==> src/rtl/pcm_format_convert_channel_pad_defines.svh <==
// ============================================================================
// PCM format convert assertion macros
// Concurrent assertion wrappers shared by the RTL; empty for synthesis.
// ============================================================================
`ifndef PCM_FORMAT_CONVERT_CHANNEL_PAD_DEFINES_SVH
`define PCM_FORMAT_CONVERT_CHANNEL_PAD_DEFINES_SVH

`ifndef SYNTHESIS
// check a property on every clock edge outside reset
`define PCMFC_ASSERT(label, prop) \
    label: assert property (@(posedge clk) disable iff (!rst_n) (prop)) \
        else $error("pcmfc assertion failed");
// check a property on every clock edge, reset included
`define PCMFC_ASSERT_ALWAYS(label, prop) \
    label: assert property (@(posedge clk) (prop)) \
        else $error("pcmfc assertion failed");
`else
`define PCMFC_ASSERT(label, prop)
`define PCMFC_ASSERT_ALWAYS(label, prop)
`endif

`endif

==> src/rtl/pcmfc_pkg.sv <==
// ============================================================================
// PCM format convert package
// Widths, register indexes, sample formats and conversion functions.
// ============================================================================
package pcmfc_pkg;

    localparam int DEFAULT_MAX_CHANNELS = 32;
    localparam int CFG_INDEX_W          = 2;
    localparam int CFG_DATA_W           = 6;
    localparam int FMT_W                = 2;
    localparam int COUNT_W              = 6;
    localparam int CHAN_W               = 5;
    localparam int SAMPLE_W             = 32;

    // configuration register indexes
    typedef enum logic [CFG_INDEX_W-1:0] {
        CFG_SOURCE_FORMAT   = 2'd0,
        CFG_TARGET_FORMAT   = 2'd1,
        CFG_SOURCE_CHANNELS = 2'd2,
        CFG_OUTPUT_CHANNELS = 2'd3
    } cfg_index_t;

    // sample encodings
    typedef enum logic [FMT_W-1:0] {
        FMT_S16 = 2'd0,
        FMT_S24 = 2'd1,
        FMT_S32 = 2'd2
    } fmt_t;

    // widen raw bytes to a left-justified 32-bit sample
    function automatic logic [SAMPLE_W-1:0] widen(logic [SAMPLE_W-1:0] raw,
                                                   logic [FMT_W-1:0] fmt);
        logic [SAMPLE_W-1:0] v;
        v = '0;
        unique case (fmt)
            FMT_S16: v = {raw[15:0], 16'h0000};
            FMT_S24: v = {raw[23:0], 8'h00};
            FMT_S32: v = raw;
            default: v = '0;
        endcase
        return v;
    endfunction

    // keep the upper bits for the target width, upper bytes zero
    function automatic logic [SAMPLE_W-1:0] narrow(logic [SAMPLE_W-1:0] v,
                                                    logic [FMT_W-1:0] fmt);
        logic [SAMPLE_W-1:0] r;
        r = '0;
        unique case (fmt)
            FMT_S16: r = {16'h0000, v[31:16]};
            FMT_S24: r = {8'h00, v[31:8]};
            FMT_S32: r = v;
            default: r = '0;
        endcase
        return r;
    endfunction

    // saturate a channel count to 1..lim
    function automatic logic [COUNT_W-1:0] clamp_count(logic [COUNT_W-1:0] n,
                                                        logic [COUNT_W-1:0] lim);
        logic [COUNT_W-1:0] r;
        r = n;
        if (n == '0)
        begin
            r = COUNT_W'(1);
        end
        else if (n > lim)
        begin
            r = lim;
        end
        return r;
    endfunction

endpackage

==> src/rtl/pcm_format_convert_channel_pad.sv <==
// ============================================================================
// PCM format convert with channel padding
// Converts interleaved PCM samples between 16/24/32-bit signed formats and
// pads each frame with zero samples up to the output channel count.
// ============================================================================
// Usage:
//   Input channel (in_valid/in_ready/in_bytes) takes one source sample per
//   beat, interleaved by channel. Output channel (out_valid/out_ready) gives
//   one converted sample per beat with its channel index and a frame_end
//   flag on the last sample of each output frame.
//   Configuration is written through cfg_write/cfg_index/cfg_data while the
//   block is idle; writes do not restart the frame position.
//   A sample accepted into the input register moves on to the result
//   register once that is free and no padding is under way.
//   Throughput: one beat per cycle in both directions while the receiver
//   is ready and no padding is under way. The last source sample of a
//   frame produces 1 + (output count - source count) output beats when
//   the output count is larger, one per cycle from the padding counter
//   while the receiver is ready; the input stage holds the next sample.
//   A stalled receiver holds the result register; the input register still
//   takes one more beat before in_ready drops.
//   Reset: clears the frame position, empties both registers and loads the
//   register defaults (16-bit in, 16-bit out, two channels each).
// ============================================================================
`include "pcm_format_convert_channel_pad_defines.svh"

module pcm_format_convert_channel_pad #(
    parameter int MAX_CHANNELS = pcmfc_pkg::DEFAULT_MAX_CHANNELS
) (
    input  logic                                clk,
    input  logic                                rst_n,
    // configuration
    input  logic                                cfg_write,
    input  logic [pcmfc_pkg::CFG_INDEX_W-1:0]   cfg_index,
    input  logic [pcmfc_pkg::CFG_DATA_W-1:0]    cfg_data,
    // input samples
    input  logic                                in_valid,
    output logic                                in_ready,
    input  logic [pcmfc_pkg::SAMPLE_W-1:0]      in_bytes,
    // output samples
    output logic                                out_valid,
    input  logic                                out_ready,
    output logic [pcmfc_pkg::SAMPLE_W-1:0]      out_bytes,
    output logic [pcmfc_pkg::CHAN_W-1:0]        out_channel,
    output logic                                frame_end
);
    import pcmfc_pkg::*;

    localparam int CH_LIMIT = (MAX_CHANNELS < 32) ? MAX_CHANNELS : 32;
    localparam logic [COUNT_W-1:0] CH_LIMIT_L = COUNT_W'(CH_LIMIT);

    // configuration registers
    logic [FMT_W-1:0]   src_fmt_reg;
    logic [FMT_W-1:0]   tgt_fmt_reg;
    logic [COUNT_W-1:0] src_ch_reg;
    logic [COUNT_W-1:0] out_ch_reg;

    // input stage
    logic                in_full_reg;
    logic [SAMPLE_W-1:0] in_bytes_reg;

    // frame and padding state
    logic [CHAN_W-1:0] pos_reg;
    logic [CHAN_W-1:0] pos_next;
    logic              pad_active_reg;
    logic              pad_active_next;
    logic [CHAN_W-1:0] pad_ch_reg;
    logic [CHAN_W-1:0] pad_ch_next;

    // result register
    logic                out_valid_reg;
    logic                out_valid_next;
    logic [SAMPLE_W-1:0] out_bytes_reg;
    logic [SAMPLE_W-1:0] out_bytes_next;
    logic [CHAN_W-1:0]   out_channel_reg;
    logic [CHAN_W-1:0]   out_channel_next;
    logic                frame_end_reg;
    logic                frame_end_next;

    logic                out_free;
    logic                advance;
    logic [COUNT_W-1:0]  sc;
    logic [COUNT_W-1:0]  oc;
    logic [SAMPLE_W-1:0] sample;
    logic                not_last;
    logic [CHAN_W-1:0]   last_ch;
    logic                pad_last;

    // configuration writes
    always_ff @(posedge clk or negedge rst_n)
    begin
        if (!rst_n)
        begin
            src_fmt_reg <= FMT_S16;
            tgt_fmt_reg <= FMT_S16;
            src_ch_reg  <= COUNT_W'(2);
            out_ch_reg  <= COUNT_W'(2);
        end
        else if (cfg_write)
        begin
            unique case (cfg_index)
                CFG_SOURCE_FORMAT:   src_fmt_reg <= cfg_data[FMT_W-1:0];
                CFG_TARGET_FORMAT:   tgt_fmt_reg <= cfg_data[FMT_W-1:0];
                CFG_SOURCE_CHANNELS: src_ch_reg  <= cfg_data;
                CFG_OUTPUT_CHANNELS: out_ch_reg  <= cfg_data;
                default:             ;
            endcase
        end
    end

    // handshake: input register drains into the result register
    assign out_free = !out_valid_reg || out_ready;
    assign advance  = in_full_reg && !pad_active_reg && out_free;
    assign in_ready = !in_full_reg || advance;

    always_ff @(posedge clk or negedge rst_n)
    begin
        if (!rst_n)
        begin
            in_full_reg <= 1'b0;
        end
        else if (in_valid && in_ready)
        begin
            in_full_reg <= 1'b1;
        end
        else if (advance)
        begin
            in_full_reg <= 1'b0;
        end
    end

    always_ff @(posedge clk)
    begin
        if (in_valid && in_ready)
        begin
            in_bytes_reg <= in_bytes;
        end
    end

    // sample conversion and frame position
    assign sc       = clamp_count(src_ch_reg, CH_LIMIT_L);
    assign oc       = clamp_count(out_ch_reg, CH_LIMIT_L);
    assign sample   = narrow(widen(in_bytes_reg, src_fmt_reg), tgt_fmt_reg);
    assign not_last = ({1'b0, pos_reg} + COUNT_W'(1)) < sc;
    assign last_ch  = CHAN_W'(sc - COUNT_W'(1));
    assign pad_last = ({1'b0, pad_ch_reg} + COUNT_W'(1)) == oc;

    // next state: padding has priority over the waiting input beat
    always_comb
    begin
        pos_next         = pos_reg;
        pad_active_next  = pad_active_reg;
        pad_ch_next      = pad_ch_reg;
        out_valid_next   = out_valid_reg && !out_ready;
        out_bytes_next   = out_bytes_reg;
        out_channel_next = out_channel_reg;
        frame_end_next   = frame_end_reg;
        if (out_free)
        begin
            priority if (pad_active_reg)
            begin
                out_valid_next   = 1'b1;
                out_bytes_next   = '0;
                out_channel_next = pad_ch_reg;
                frame_end_next   = pad_last;
                if (pad_last)
                begin
                    pad_active_next = 1'b0;
                end
                else
                begin
                    pad_ch_next = pad_ch_reg + CHAN_W'(1);
                end
            end
            else if (in_full_reg)
            begin
                out_valid_next = 1'b1;
                out_bytes_next = sample;
                if (not_last)
                begin
                    out_channel_next = pos_reg;
                    frame_end_next   = 1'b0;
                    pos_next         = pos_reg + CHAN_W'(1);
                end
                else
                begin
                    // last source channel; also covers a shrunk channel count
                    out_channel_next = last_ch;
                    frame_end_next   = (oc <= sc);
                    pos_next         = '0;
                    if (oc > sc)
                    begin
                        pad_active_next = 1'b1;
                        pad_ch_next     = sc[CHAN_W-1:0];
                    end
                end
            end
        end
    end

    // control registers
    always_ff @(posedge clk or negedge rst_n)
    begin
        if (!rst_n)
        begin
            pos_reg        <= '0;
            pad_active_reg <= 1'b0;
            pad_ch_reg     <= '0;
            out_valid_reg  <= 1'b0;
        end
        else
        begin
            pos_reg        <= pos_next;
            pad_active_reg <= pad_active_next;
            pad_ch_reg     <= pad_ch_next;
            out_valid_reg  <= out_valid_next;
        end
    end

    // result payload
    always_ff @(posedge clk)
    begin
        out_bytes_reg   <= out_bytes_next;
        out_channel_reg <= out_channel_next;
        frame_end_reg   <= frame_end_next;
    end

    assign out_valid   = out_valid_reg;
    assign out_bytes   = out_bytes_reg;
    assign out_channel = out_channel_reg;
    assign frame_end   = frame_end_reg;

    // checks
    `PCMFC_ASSERT(a_pad_has_result, pad_active_reg |-> out_valid_reg)
    `PCMFC_ASSERT(a_pad_blocks_input, (pad_active_reg && in_full_reg) |-> !in_ready)
    `PCMFC_ASSERT(a_pad_after_ch, pad_active_reg |-> (pad_ch_reg == out_channel_reg + CHAN_W'(1)))
    `PCMFC_ASSERT(a_pad_not_after_end, pad_active_reg |-> !frame_end_reg)
    `PCMFC_ASSERT_ALWAYS(a_reset_empty, !rst_n |=> (!out_valid_reg || rst_n))

endmodule

==> config.mk <==
export PLATFORM = sky130hd
export DESIGN_NAME = pcm_format_convert_channel_pad
export DESIGN_NICKNAME = d
export VERILOG_FILES = /design/src/rtl/pcmfc_pkg.sv /design/src/rtl/pcm_format_convert_channel_pad.sv
export VERILOG_INCLUDE_DIRS = /design/src /design/src/rtl
export SDC_FILE = /design/constraint.sdc
export NUM_CORES = 1
export LEC_CHECK = 0
export BUFFER_PORTS_ARGS = -buffer_cell sky130_fd_sc_hd__buf_2
export CAP_MARGIN = 40
export CELL_PAD_IN_SITES_DETAIL_PLACEMENT = 0
export CELL_PAD_IN_SITES_GLOBAL_PLACEMENT = 1
export CORE_MARGIN = 5
export CORE_UTILIZATION = 44
export DETAILED_ROUTE_END_ITERATION = 12
export PLACE_DENSITY_LB_ADDON = 0.1
export SYNTH_ARGS = -nofsm -noshare
export SYNTH_HDL_FRONTEND = slang
export SYNTH_SLANG_ARGS = --single-unit
==> constraint.sdc <==
create_clock -name clk -period 3.9 [get_ports clk]
set_clock_uncertainty 0.15 [all_clocks]
set_input_delay 0.78 -clock clk [delete_from_list [all_inputs] [get_ports clk]]
set_output_delay 0.78 -clock clk [all_outputs]
set_load 0.05 [all_outputs]
# [Word-level counts from Yosys, hierarchy flattened]
# Index checks and enable logic that the tools add are counted.
[totals] register_bits=99 latch_bits=0 ram_bits=0 rom_bits=0 word_cells=88 memories=0
[classes] add_sub_neg=5 multipliers=0 n_div=0 order_cmp=5 n_eq_ne=10 shifts=0 muxes=29 bitwise_logic=1 reduce_logical=25
[ops] op="one-hot mux 32 bit (3 select lines)" count=2
[ops] op="2-to-1 mux 5 bit" count=9
[ops] op="2-to-1 mux 32 bit" count=1
[ops] op="2-to-1 mux 6 bit" count=4
[ops] op="2-to-1 mux 1 bit" count=13
[ops] op="adder 5 x 1 -> 6 bit, second input constant" count=2
[ops] op="> comparator 6 bit, second input constant" count=2
[ops] op="zero test 6 bit" count=2
[ops] op="adder 5 x 1 -> 5 bit, second input constant" count=2
[ops] op="AND reduction 2 bit" count=5
[ops] op="== test 2 bit, second input constant" count=4
[ops] op="== test 2 x 1 -> 1 bit, second input constant" count=3
[ops] op="== test 6 bit" count=1
[ops] op="> comparator 6 bit" count=1
[ops] op="less-or-equal comparator 6 bit" count=1
[ops] op="zero test 2 bit" count=3
[ops] op="< comparator 6 bit" count=1
[ops] op="nonzero test 2 bit" count=3
[ops] op="AND reduction 5 bit" count=1
[ops] op="subtractor 5 x 1 -> 5 bit, second input constant" count=1
[ops] op="logical AND 1 bit" count=4
[ops] op="zero test 1 bit" count=4
[ops] op="inequality test 2 bit, second input constant" count=2
[ops] op="AND reduction 3 bit" count=1
[ops] op="2 further kinds" count=3

# [Logic depth before layout (Yosys ltp)]
# Gate-level depths: netlist of the first run.
[logic_depth] word_depth=8 depth_mapped=11 mapped_depth_nobuf=11

# [Least setup slack after synthesis of the first run]
# OpenSTA, ideal clock, no wires.
[synth_path] path_type="in2reg" from="input port out_ready" to="register in_bytes_reg[0], enable pin" setup_time_ns=0.392 arrival_ns=2.971 required_ns=3.358 setup_slack_ns=0.387 path_stages=3 cell_sequence="nor2b_1 > o21ai_0 > and2_1"
[synth_between] elab_chain_cells=4
[synth_rtl] item="start, declared" line_no="pcm_format_convert_channel_pad.sv:42" rtl="input logic out_ready,"
[synth_rtl] item="logical OR 1 bit" line_no="pcm_format_convert_channel_pad.sv:112" rtl="assign out_free = !out_valid_reg || out_ready;"
[synth_rtl] item="logical AND 1 bit" line_no="pcm_format_convert_channel_pad.sv:113" rtl="assign advance = in_full_reg && !pad_active_reg && out_free;"
[synth_rtl] item="logical OR 1 bit" line_no="pcm_format_convert_channel_pad.sv:114" rtl="assign in_ready = !in_full_reg || advance;"
[synth_rtl] item="via in_ready" line_no="pcm_format_convert_channel_pad.sv:38" rtl="output logic in_ready,"
[synth_rtl] item="logical AND 1 bit" line_no="pcm_format_convert_channel_pad.sv:134" rtl="if (in_valid && in_ready)"
[synth_rtl] item="end signal, assigned" line_no="pcm_format_convert_channel_pad.sv:136" rtl="in_bytes_reg <= in_bytes;"
[synth_rtl] item="end, declared" line_no="pcm_format_convert_channel_pad.sv:60" rtl="logic [SAMPLE_W-1:0] in_bytes_reg;"
# The timed path passes the listed nets, and every way through them passes these cells.
# A chain may end at the register's enable or synchronous reset.

# [Final worst setup path of the first run]
[layout_path] from="register pos_reg[0]" to="register pad_ch_reg[1]"
[layout_between] elab_chain_cells=4
[layout_rtl] item="start, declared" line_no="pcm_format_convert_channel_pad.sv:63" rtl="logic [CHAN_W-1:0] pos_reg;"
[layout_rtl] item="start signal, assigned" line_no="pcm_format_convert_channel_pad.sv:213" rtl="pos_reg <= pos_next;"
[layout_rtl] item="adder 5 x 1 -> 6 bit" line_no="pcm_format_convert_channel_pad.sv:144" rtl="assign not_last = ({1'b0, pos_reg} + COUNT_W'(1)) < sc;"
[layout_rtl] item="< comparator 6 bit" line_no="pcm_format_convert_channel_pad.sv:144"
[layout_rtl] item="inequality test 2 bit (no source line)"
[layout_rtl] item="AND reduction 5 bit (no source line)"
[layout_rtl] item="end signal, assigned" line_no="pcm_format_convert_channel_pad.sv:215" rtl="pad_ch_reg <= pad_ch_next;"
[layout_rtl] item="end, declared" line_no="pcm_format_convert_channel_pad.sv:67" rtl="logic [CHAN_W-1:0] pad_ch_reg;"
# No other way between the ends.

==> results of run 1 <==
worst max path at each step:
stage | endpoint | slack, ns | cells past startpoint
2_1_floorplan | in_bytes_reg[0] | 0.39 | 3
3_3_place_gp | pad_ch_reg[1] | 0.87 | 11
3_5_place_dp | pad_ch_reg[1] | 0.77 | 11
4_1_cts | pad_ch_reg[1] | 0.77 | 11
5_1_grt | pad_ch_reg[1] | 0.50 | 11
6_report | pad_ch_reg[1] | 0.73 | 11
critical path, delay by kind of cell, from the launching register on:
family	cells	cell delay, ns
fa+ha+maj	2	0.58
mux	1	0.35
compound gates	2	0.57
simple gates	5	0.78
xor+xnor	1	0.17
flops	1	0.44
cells by family (layout without fill, tap and decap cells):
logic type | Yosys count | after routing
AND/OR/NAND/NOR | 192 | 192
AO/OA/AOI/OAI | 130 | 130
flip-flops | 99 | 99
buffers and inverters | 41 | 116
multiplexers | 19 | 19
adder cells (fa/ha/maj) | 14 | 14
XOR/XNOR | 11 | 11
per-layer routing:
metal,GRT usage,part of all wire,wire length (um),vias up
met5,0,0,0,-
met4,0.0565,0.0093,114,0
met3,0.0386,0.073,896,8
met2,0.204,0.37,4510,159
met1,0.302,0.55,6690,1810
li1,-,-,-,1986
per-stage QoR:
| step | instance area [um^2] | hold slack, ns | power, W | instances |
|---|---|---|---|---|
| floorplan | 5310 | 0.330 | 0.00287 | 506 |
| CTS | 6130 | 0.346 | 0.00418 | 728 |
| finish | 6130 | 0.331 | 0.00415 | 728 |
| global placement | 5750 | 0.342 | 0.00317 | 710 |
| global route | 6130 | 0.384 | 0.00441 | 728 |
| detailed placement | 5800 | 0.350 | 0.00321 | 712 |
power breakdown:
group | total (W) | leakage, nW | switching, W | internal (W)
logic | 0.00162 | 1.25 | 0.00109 | 0.000535
registers | 0.00158 | 1.02 | 0.000177 | 0.00140
clock network | 0.000950 | 0.152 | 0.000385 | 0.000566
cell type report:
cell class	instances	area (um^2)
Tap cell	147	184
Clock inverter	7	101
Multi-Input combinational cell	366	2240
Sequential cell	99	2830
Fill cell	1095	5790
Clock buffer	9	225
Timing Repair Buffer	92	513
Inverter	8	30.0
cells in the final DEF (no fill, tap or decap), types with 2 or more instances in the layout:
master | Yosys | routed
buf_2 | 2 | 84
nor2_1 | 76 | 75
edfxtp_1 | 70 | 70
a21oi_1 | 42 | 42
nand2_1 | 36 | 36
o21ai_0 | 33 | 33
dfrtp_1 | 27 | 27
nor2b_1 | 25 | 25
a211oi_1 | 17 | 17
mux2_2 | 17 | 17
a22oi_1 | 16 | 16
nand2b_1 | 14 | 14
ha_1 | 14 | 14
nand3_1 | 11 | 11
clkbuf_16 | 0 | 9
xnor2_1 | 8 | 8
a22o_1 | 8 | 8
inv_1 | 7 | 7
buf_4 | 0 | 6
nand4_1 | 4 | 4
or3_1 | 4 | 4
nor3b_1 | 3 | 3
xor2_1 | 3 | 3
and2_1 | 3 | 3
nand3b_1 | 3 | 3
nor4_1 | 2 | 2
a21o_1 | 2 | 2
nor3_1 | 2 | 2
nand3_2 | 2 | 2
o32ai_1 | 2 | 2
o211a_1 | 2 | 2
bufinv_16 | 0 | 2
clkinv_4 | 0 | 2
clkinvlp_4 | 0 | 2
dfstp_2 | 2 | 2
==> metrics.md, run 1 <==
| Metric | Value |
|---|---|
| Most common cell in the netlist | nor2_1 |
| Synth Cell Area | 0.00531 mm^2 |
| Chip width | 120 um |
| Hpwl dp | 9.10 mm |
| CP Launch Point | pos_reg[0] |
| R2R Path End | pad_ch_reg[1] |
| Vias in the first global route | 3629 |
| Max-cap violation count | 0 |
| CP most frequent cell | ha_1 |
| Diode count | 0 |
| Fraction of registers with async set or reset after synthesis | 0.293 |
| Final hold viol count | 0 |
| R2r startpoint | pos_reg[0] |
| Yosys warns | 0 |
| Full die area | 0.0144 mm^2 |
| Hold crit path type | in -> async |
| Wirelength per Cell | 16.8 um |
| Synth area leaders | edfxtp_1, dfrtp_1, nor2_1, a21oi_1, mux2_2 |
| Final wirelength | 12.2 mm |
| CP startpoint kind | flip-flop |
| Mean Syn Cell Area | 10.5 um^2 |
| Crit path DAT | 3.25 ns |
| Worst-Skew Late Latency | 0.34 ns |
| Synth Area in Compound Gates | 0.154 |
| RSZ-0062 raised after global routing | no |
| Worst Slack Setup Final | 0.729 ns |
| Top-area cell type share of the netlist area | 0.396 |
| Initial DRT Pass Iterations | 5 |
| Crit path max fanout | 17 |
| Sequential area share after synthesis | 0.533 |
| PortBufs | 84 |
| Max clock buf depth | 2 |
| Via Count | 3963 |
| CTS tree | yes |
| Area share of xor/xnor cells in the synthesized design | 0.0181 |
| Die height | 120 um |
| Distinct cells, synth | 53 |
| Synth area leader | edfxtp_1 |
| Io pins | 85 |
| Core Rows | 40 |
| Clock sinks | 99 |
| Setup TNS | 0 ns |
| Syn Nets | 565 |
| Register bit count reported by yosys | 99 |
| Inserted Clock Buffers | 9 |
| Gr ovfl total | 0 |
| Max Fclk | 0.315 GHz |
| Post-CTS Resized | 0 |
| Slew @ Worst Pin | 0.702 ns |
| CTS H-Tree Depth | 3 |
| First-pass GRT wire length | 19.7 mm |
| Initial antenna violation count | 0 |
| Crit path cell chain | ha_1 > nand3_1 > xnor2_1 > ha_1 > nand4_1 > nor2_1 > a221o_1 > nor2b_1 > nand3_2 > o21ai_2 > mux2_2 |
| Detailed-route DRC error count | 0 |
| Area added between synthesis and finish | 15.3% |
| Post-Synth Adder-Cell Area | 0.0330 |
| Proportion of layout cells with a drive suffix above 1 | 0.232 |
| Synth Instances | 506 |
| Gr usage total | 0.175 |
| Tmin final | 3.17 ns |
| DP Worst Slack | 0.774 ns |
| Crit Path Class | reg -> reg |
| Mux contribution to synthesized area | 0.0400 |
| Max-slew headroom | 0.532 |
| Final slew viol count | 0 |
| Largest net degree at the start of global routing | 43 |
| Clk pin slew, worst setup/hold paths | 0.07 ns |
| Top FF cell, synth | edfxtp_1 |
| PwrDens | 677 mW/mm^2 |
| Number of flops mapped to enable cells by yosys | 70 |
| Reg2reg path depth | 11 |
| Core Area | 0.0119 mm^2 |
| Cts hold-fix bufs | 0 |
| Worst EP required | 3.98 ns |
| Clk root buf | clkbuf_16 |
| Final ANT Viol Nets | 0 |
| Crit. End Element | flip-flop |
| Post-DR vias/cell | 5.44 |
| Setup Fix Bufs, Post-CTS | 0 |
| Critical path's largest stage delay | 0.45 ns |
| Maximum VDD drop | 359 uV |
| Post-Synth Simple-Gate Area | 0.175 |
| Status | finished clean |
| DRT iter0 DRCs | 334 |
| Top cells by count, synth | nor2_1, edfxtp_1, a21oi_1, nand2_1, o21ai_0 |
| Fin crit share | 0.813 |
| Gpl congestion | 0.853 |
| P_leak | 2.43 nW |
| Utilization after layout | 0.514 |
| Net count, final | 635 |
| Largest family of logic cells by synthesized area | simple AND/OR/NAND/NOR gates |
| Initial Util | 0.446 |
| Final setup viols | 0 |
| Slowest CP cell | a221o_1 |
| Internal reg-to-reg setup slack | 0.73 ns |
No activity file was read; power rests on OpenSTA's default activity.
==> run 2: changes to the inputs <==
- ABC_AREA: unset -> 1
- CORE_UTILIZATION: 44 -> 39
- clock period: 3.9 -> 2.6 ns (I/O delays scaled with it)
==> run 2 against run 1 <==
Net effect: total power rose by 64%; critical path depth rose by 1; non-clock buffer count rose by 12; setup slack got worse by 0.63 ns; die area rose by 7.7%; via count rose by 2.5%; synthesized cell count rose by 10%; register-to-register slack got worse by 0.63 ns; sequential power rose by 53%; fmax rose by 27%; cell area rose by 1.1%; critical path type unchanged; largest cell class unchanged; largest power group unchanged; highest routed layer unchanged.
==> metrics.md, run 2 <==
| Metric | Value |
|---|---|
| Status | finished clean |
| Initial DRT Pass Iterations | 5 |
| Clk pin slew, worst setup/hold paths | 0.07 ns |
| Inserted Clock Buffers | 9 |
| Commonest non-fill, non-tap cells in the layout | nand2_1, inv_1, buf_2, edfxtp_1, o21ai_0 |
| Core Rows | 41 |
| Synth Instances | 558 |
| Initial antenna violation count | 0 |
| CP most frequent cell | nand2_1 |
| Max-slew headroom | 0.552 |
| Slowest CP cell | dfrtp_1 |
| DRT iter0 DRCs | 296 |
| Distinct cells, synth | 39 |
| Synth Cell Area | 0.00510 mm^2 |
| Synth area leaders | edfxtp_1, dfrtp_1, nand2_1, inv_1, o21ai_0 |
| Mean Syn Cell Area | 9.15 um^2 |
| Clk root buf | clkbuf_16 |
| Cts hold-fix bufs | 0 |
| Via Count | 4064 |
| Final wirelength | 12.4 mm |
| Fraction of registers with async set or reset after synthesis | 0.293 |
| Diode count | 0 |
| Clock sinks | 99 |
| Syn Nets | 617 |
| Setup TNS | 0 ns |
| Final ANT Viol Nets | 0 |
| Crit Path Class | reg -> reg |
| Placed Area | 0.00575 mm^2 |
| CTS tree | yes |
| First-pass GRT wire length | 20.4 mm |
| Hold crit path type | in -> async |
| Io pins | 85 |
| Synth area leader | edfxtp_1 |
| Crit path cell chain | ha_2 > nand3_1 > xor2_2 > ha_1 > nand2_1 > nor2_1 > a211oi_2 > nand2_2 > inv_2 > nand2_1 > nand3_2 > o21ai_0 |
| Met2 WL post-DR | 4.91 mm |
| Max Fclk | 0.400 GHz |
| Vias in the first global route | 3857 |
| Delay-heaviest family, CP | simple AND/OR/NAND/NOR gates |
| Hpwl dp | 9.38 mm |
| Proportion of layout cells with a drive suffix above 1 | 0.239 |
| Reg2reg path depth | 12 |
| Tmin final | 2.50 ns |
| DP Worst Slack | 0.0899 ns |
| Worst-Skew Late Latency | 0.35 ns |
| Largest net degree at the start of global routing | 33 |
| Final Cell Area | 0.00619 mm^2 |
| Fin crit share | 0.962 |
| Commonest non-fill, non-tap cell in the layout | nand2_1 |
| Fill cells | 1270 |
| Top FF cell, synth | edfxtp_1 |
| Crit path max fanout | 5 |
| Detailed-route DRC error count | 0 |
| Gr usage total | 0.164 |
| Net count, final | 718 |
| Final setup viols | 0 |
| R2r startpoint | pos_reg[1] |
| Wirelength per Cell | 14.8 um |
| Post-DR vias/cell | 4.86 |
| Utilization after layout | 0.487 |
| PortBufs | 84 |
| CP Launch Point | pos_reg[1] |
| Die height | 124 um |
| Yosys warns | 0 |
| Crit. End Element | flip-flop |
| PwrDens | 1100 mW/mm^2 |
| Slew @ Worst Pin | 0.672 ns |
| Full die area | 0.0155 mm^2 |
| R2R Path End | out_channel[3] |
| Maximum VDD drop | 448 uV |
| Sequential area share after synthesis | 0.554 |
| Gpl congestion | 0.858 |
| Core Area | 0.0127 mm^2 |
| Stages on the worst setup path | 12 |
| Max clock buf depth | 2 |
| Worst Slack Setup Final | 0.0987 ns |
| Worst EP required | 2.55 ns |
| Area added between synthesis and finish | 21.3% |
| Max-cap violation count | 0 |
| Most common cell in the netlist | nand2_1 |
| P_leak | 2.92 nW |
| CP startpoint kind | flip-flop |
| Critical path's largest stage delay | 0.37 ns |
| Top layer in use | met4 |
| CP bufs+invs | 1 |
| Top-area cell type share of the netlist area | 0.412 |
| Number of flops mapped to enable cells by yosys | 70 |
| Final slew viol count | 0 |
| Initial Util | 0.401 |
| RSZ-0062 raised after global routing | yes |
| Final hold viol count | 0 |
| Top cells by count, synth | nand2_1, inv_1, edfxtp_1, o21ai_0, nor2_1 |
| Met1 WL | 6.62 mm |
| Crit path to | out_channel[3] |
| Met3 wire length | 708 um |
| Gr ovfl total | 0 |
| Register bit count reported by yosys | 99 |
| Crit path DAT | 2.45 ns |
| Internal reg-to-reg setup slack | 0.1 ns |
| Chip width | 124 um |
| CTS H-Tree Depth | 3 |
run 2: through the flow:
stage | hold WS, ns | cells | power, W
after global routing | 0.109 | 836 | 0.00733
after CTS | 0.0769 | 827 | 0.00665
after global placement | 0.347 | 811 | 0.00525
after detailed placement | 0.344 | 811 | 0.00529
after floorplan | 0.0744 | 558 | 0.00453
final | 0.0515 | 836 | 0.00682
run 2: kinds of logic (layout without fill, tap and decap cells):
family,after synthesis,in the layout,synth area share
buf+inv,108,213,0.0863
simple gates,231,232,0.189
compound gates,100,100,0.125
xor+xnor,6,6,0.0103
flops,99,99,0.554
fa+ha+maj,14,14,0.0343
run 2: how the worst min path moves through the flow:
stage	startpoint	end	slack, ns
global placement	src_ch_reg[1]	src_ch_reg[1]	0.35
global route	rst_n	pos_reg[3]	0.11
CTS	rst_n	in_full_reg	0.08
finish	rst_n	in_full_reg	0.05
detailed placement	out_ch_reg[1]	out_ch_reg[1]	0.34
floorplan	rst_n	in_full_reg	0.07
run 2: routing by layer:
layer / track usage / vias to the layer above
met5: 0 / -
met4: 0.0368 / 0
met3: 0.0459 / 8
met2: 0.218 / 125
met1: 0.260 / 1860
li1: - / 2071
run 2: final cells by class:
| type | instances | area [um^2] | area share |
|---|---|---|---|
| well taps | 172 | 215 | 0.0348 |
| inverters | 93 | 352 | 0.0568 |
| repair buffers | 104 | 571 | 0.0922 |
| clock buffers | 9 | 225 | 0.0364 |
| flip-flops and latches | 99 | 2830 | 0.457 |
| clock inverters | 7 | 75.1 | 0.0121 |
| multi-input cells | 352 | 1920 | 0.311 |
run 2: what timing repair did:
item | 4_1_cts | 5_1_grt
buffers inserted | 0 | 8
setup endpoints to repair | 0 | 12
resized for setup | 0 | 21
run 2: where the power goes:
part	leakage (nW)	total, W	internal [W]	switching [W]
registers	1.04	0.00242	0.00220	0.000218
logic	1.73	0.00305	0.000891	0.00216
clock network	0.146	0.00135	0.000754	0.000591
total	2.92	0.00682	0.00385	0.00297
